[src/rtl/protected_region_table_macros.svh]
// assertion macros shared by the region table rtl
`ifndef PROTECTED_REGION_TABLE_MACROS_SVH
`define PROTECTED_REGION_TABLE_MACROS_SVH

// checked only while out of reset
`define PRT_ASSERT(label, prop, msg) \
    label: assert property (@(posedge clk) disable iff (!rst_n) (prop)) else $error(msg);

// checked at every edge, reset included
`define PRT_ASSERT_ALWAYS(label, prop, msg) \
    label: assert property (@(posedge clk) (prop)) else $error(msg);

`endif

[src/rtl/prt_pkg.sv]
// types and codes of the protected region table
`default_nettype none

package prt_pkg;

    typedef enum logic [1:0] {
        OP_REGISTER  = 2'd0,
        OP_UNPROTECT = 2'd1,
        OP_REPROTECT = 2'd2,
        OP_REMOVE    = 2'd3
    } op_t;

    typedef enum logic [1:0] {
        ST_DONE    = 2'd0,
        ST_FULL    = 2'd1,
        ST_NOMATCH = 2'd2
    } status_t;

    localparam int SLOT_W  = 7;
    localparam int USED_W  = 8;
    localparam int FIELD_W = 48;

    typedef logic [SLOT_W-1:0]  slot_t;
    typedef logic [USED_W-1:0]  used_t;
    typedef logic [FIELD_W-1:0] field_t;

    // result of comparing the probe against one stored region
    typedef struct packed {
        logic covers;
        logic exact;
    } match_t;

endpackage

`default_nettype wire

[src/rtl/prt_match.sv]
// range and exact-base compare unit shared by all table scans
`default_nettype none

module prt_match #(
    parameter int ADDR_BITS = 48
) (
    input  wire logic [ADDR_BITS-1:0] probe,
    input  wire logic [ADDR_BITS-1:0] base,
    input  wire logic [ADDR_BITS-1:0] len,
    output prt_pkg::match_t           result
);

    logic [ADDR_BITS:0] diff;

    // top bit of the difference is the borrow, set when probe is below base
    assign diff = {1'b0, probe} - {1'b0, base};

    always_comb
    begin
        result.covers = !diff[ADDR_BITS] && (diff[ADDR_BITS-1:0] < len);
        result.exact  = (probe == base);
    end

endmodule

`default_nettype wire

[config.mk]
export PLATFORM = sky130hd
export DESIGN_NAME = prt_match
export DESIGN_NICKNAME = d
export VERILOG_FILES = /design/src/rtl/protected_region_table_macros.svh /design/src/rtl/prt_pkg.sv /design/src/rtl/prt_match.sv
export SDC_FILE = /design/constraint.sdc
export NUM_CORES = 1
export LEC_CHECK = 0
export BUFFER_PORTS_ARGS = -buffer_cell sky130_fd_sc_hd__buf_2
export CORE_AREA = 2 2 102 123
export DETAILED_ROUTE_END_ITERATION = 8
export DIE_AREA = 0 0 104 125
export GPL_TIMING_DRIVEN = 0
export SLEW_MARGIN = 20
export SYNTH_ARGS = -nofsm -noshare
export SYNTH_HDL_FRONTEND = slang
export SYNTH_SLANG_ARGS = --single-unit
[constraint.sdc]
create_clock -name vclk -period 7.8
set_input_delay 1.56 -clock vclk [all_inputs]
set_output_delay 1.56 -clock vclk [all_outputs]
set_load 0.1 [all_outputs]
==> results.sh <==
export IMPL_status="complete, no violations"
export IMPL_maxCapViolations=0
export IMPL_post_layout_nonfiller_instances=945
export IMPL_num_nets_final=1026
export IMPL_numPlacedInstances=942
export IMPL_yosys_cell_count_top_type="inv_1"
export IMPL_floorplan_core_area_um2=11890
export IMPL_crit_path_class="input pin to output pin"
export IMPL_slew_headroom=0.6236
export IMPL_yosys_warnings=0
export IMPL_fillerInstances=1325
export IMPL_m1_gr_usage=0.2305
export IMPL_synthDominantCellAreaShare=0.2782
export IMPL_globalRoute_busiestLayer="met2"
export IMPL_dp_hpwl_um=10910
export IMPL_setup_total_negative_slack_ns=0
export IMPL_worst_endpoint_required_time_ns=6.24
export IMPL_num_rows=44
export IMPL_finalCriticalPeriod_ns=7.481
export IMPL_grt_max_degree=11
export IMPL_max_clock_freq_ghz=0.1337
export IMPL_static_leakage_power_nw=3.017
export IMPL_global_route_usage_total=0.1835
export IMPL_worst_case_setup_slack_after_placement_ns=-0.03725
export IMPL_route_final_wire_length_um=12290
export IMPL_power_per_cell_area_nw_per_um2=86.25
export IMPL_initial_core_util=0.3593
export IMPL_die_h_um=125
export IMPL_synth_top_cells_by_area="ha_1 28%, inv_1 9.4%, a21o_1 7.9%"
export IMPL_met3_usage=0.01095
export IMPL_portBuffers=146
export IMPL_die_w_um=104
export IMPL_n_diodes=0
export IMPL_syn_area_per_cell_um2=6.729
export IMPL_register_area_um2=0
export IMPL_drt_iter0_markers=134
export IMPL_grt_use_met2=0.3398
export IMPL_synth_common_cells="107 x inv_1, 95 x ha_1, 63 x a21oi_1"
export IMPL_ir_drop_v=0.00003714
export IMPL_finalHoldViolCount=0
export IMPL_grt_pass1_wl_um=20660
export IMPL_drt_wirelength_per_cell_um=13.00
export IMPL_grt_antenna_before_repair=0
export IMPL_post_route_period_util=0.9592
export IMPL_detailroute_via_count=4811
export IMPL_syn2layout_area_growth_pct=23.13
export IMPL_share_of_layout_cells_above_drive_strength_1=0.2181
export IMPL_finalWorstSetupSlack_ns=0.3186
export IMPL_gp_congestion=0.8573
export IMPL_syn_instance_count=635
export IMPL_die_area_um2=13000
export IMPL_drt_first_pass_iters=4
export IMPL_synth_largest_area_cell="ha_1"
export IMPL_critical_path_endpoint_type="output pin"
export IMPL_globalRouteOverflowTotal=0
export IMPL_cts_hold_fix_buffers=0
export IMPL_layout_clock_buffers=0
export IMPL_critPathArrivalTime_ns=5.92
export IMPL_synth_cell_area_um2=4273
export IMPL_via_count_of_the_first_global_routing_pass=4733
export IMPL_routed_via_density=5.091
export IMPL_max_slew_worst_pin_slew_ns=0.5586
export IMPL_final_hold_worst_slack_ns=3.738
export IMPL_number_of_sequential_storage_elements=0
export IMPL_post_route_util=0.4424
export IMPL_synth_seq_area_share=0
export IMPL_start_kind="input pin"
export IMPL_num_io_pins=146
export IMPL_detail_route_drc_violations=0
export IMPL_synth_fp_nets=875
export IMPL_antenna_violating_nets_post_route=0
export IMPL_maxSlewViolCount=0
export IMPL_setup_viol_count_final=0
export IMPL_crit_fanout=4
export IMPL_worstHoldPathType="input pin to output pin"
export IMPL_synthDistinctLibCells=59
[layout by cell type, fill, tap and decap left out, types with 5 or more instances in the layout]
cell      Yosys  routed
a211oi_1      8       8
a21o_1       45      45
a21oi_1      63      63
a31oi_1       9       9
and2_1        5       5
and3_1        9       9
buf_2         3     148
clkbuf_1     14      14
ha_1         95      95
inv_1       107     107
nand2_1      42      42
nand3_1      23      23
nand4_1      17      17
nor2_1       34      34
nor2b_1       8       8
nor3_1        7       7
o21a_1        7       7
o21ai_0      26      26
o21ai_1       7       6
o21bai_1     10      10
xnor2_1      30      30
xor2_1       11      11
[worst paths after layout]
kind / from / to / slack [ns] / depth (start not counted)
worst min-delay path: probe[47] / result[1] / 3.74 / 4
worst max-delay path: probe[0] / result[1] / 0.32 / 23
[metal layers]
layer  up-vias  part of all wire  wire, µm
met5         -                 0         0
met4         0             0.025       307
met3        23             0.044       544
met2       133              0.48      5946
met1      2101              0.45      5488
li1       2554                 -         -
[cells by family (layout without fill, tap and decap cells)]
family	count (synthesis)	in the layout	synth area share
XOR/XNOR	41	41	0.08404
multiplexers	1	1	0.002635
adder cells (fa/ha/maj)	96	96	0.2829
AND/OR/NAND/NOR	164	164	0.1936
buffers and inverters	125	274	0.1124
AO/OA/AOI/OAI	208	208	0.3245
[worst max-delay path, cell delays in order]
cell      delay, ns
buf_2          0.09
inv_1          0.04
ha_1           0.15
inv_1          0.05
fa_1           0.44
a211oi_1       0.23
nor2_1         0.12
a21oi_1        0.25
o211ai_1       0.24
a31oi_4        0.25
o31ai_1        0.15
a311oi_1       0.37
xnor2_1        0.17
ha_1           0.24
nand4_1        0.21
nor2_1         0.10
a22oi_1        0.21
a211oi_1       0.12
a211oi_1       0.16
o21ai_0        0.11
a31oi_1        0.21
o41a_1         0.19
buf_6          0.23
[through the flow]
step                cell area, µm²   power, W
finish                        5261  0.0004538
global route                  5261  0.0005198
CTS                           5211  0.0004487
detailed placement            5205  0.0004443
global placement              5205  0.0004427
floorplan                     4273  0.0003275
[area by class of cell]
cell class / instances / area [µm²] / area share
repair buffers: 149 / 759.5 / 0.1444
well taps: 161 / 201.4 / 0.03829
plain buffers: 18 / 78.83 / 0.01498
inverters: 107 / 401.6 / 0.07634
multi-input cells: 510 / 3820 / 0.7260
[where the power goes]
| group | internal, W | switching (W) |
|---|---|---|
| Combinational | 0.000202 | 0.000252 |
| Sequential | 0 | 0 |
| Clock | 0 | 0 |
[what timing repair did]
action / in CTS / in global routing
hold endpoints to repair: 0 / 0
setup buffers: 0 / 3
setup endpoints to repair: 1 / 1
gates resized for setup: 1 / 6
pin swaps: 0 / 4
Power figures use the tool's default switching activity.
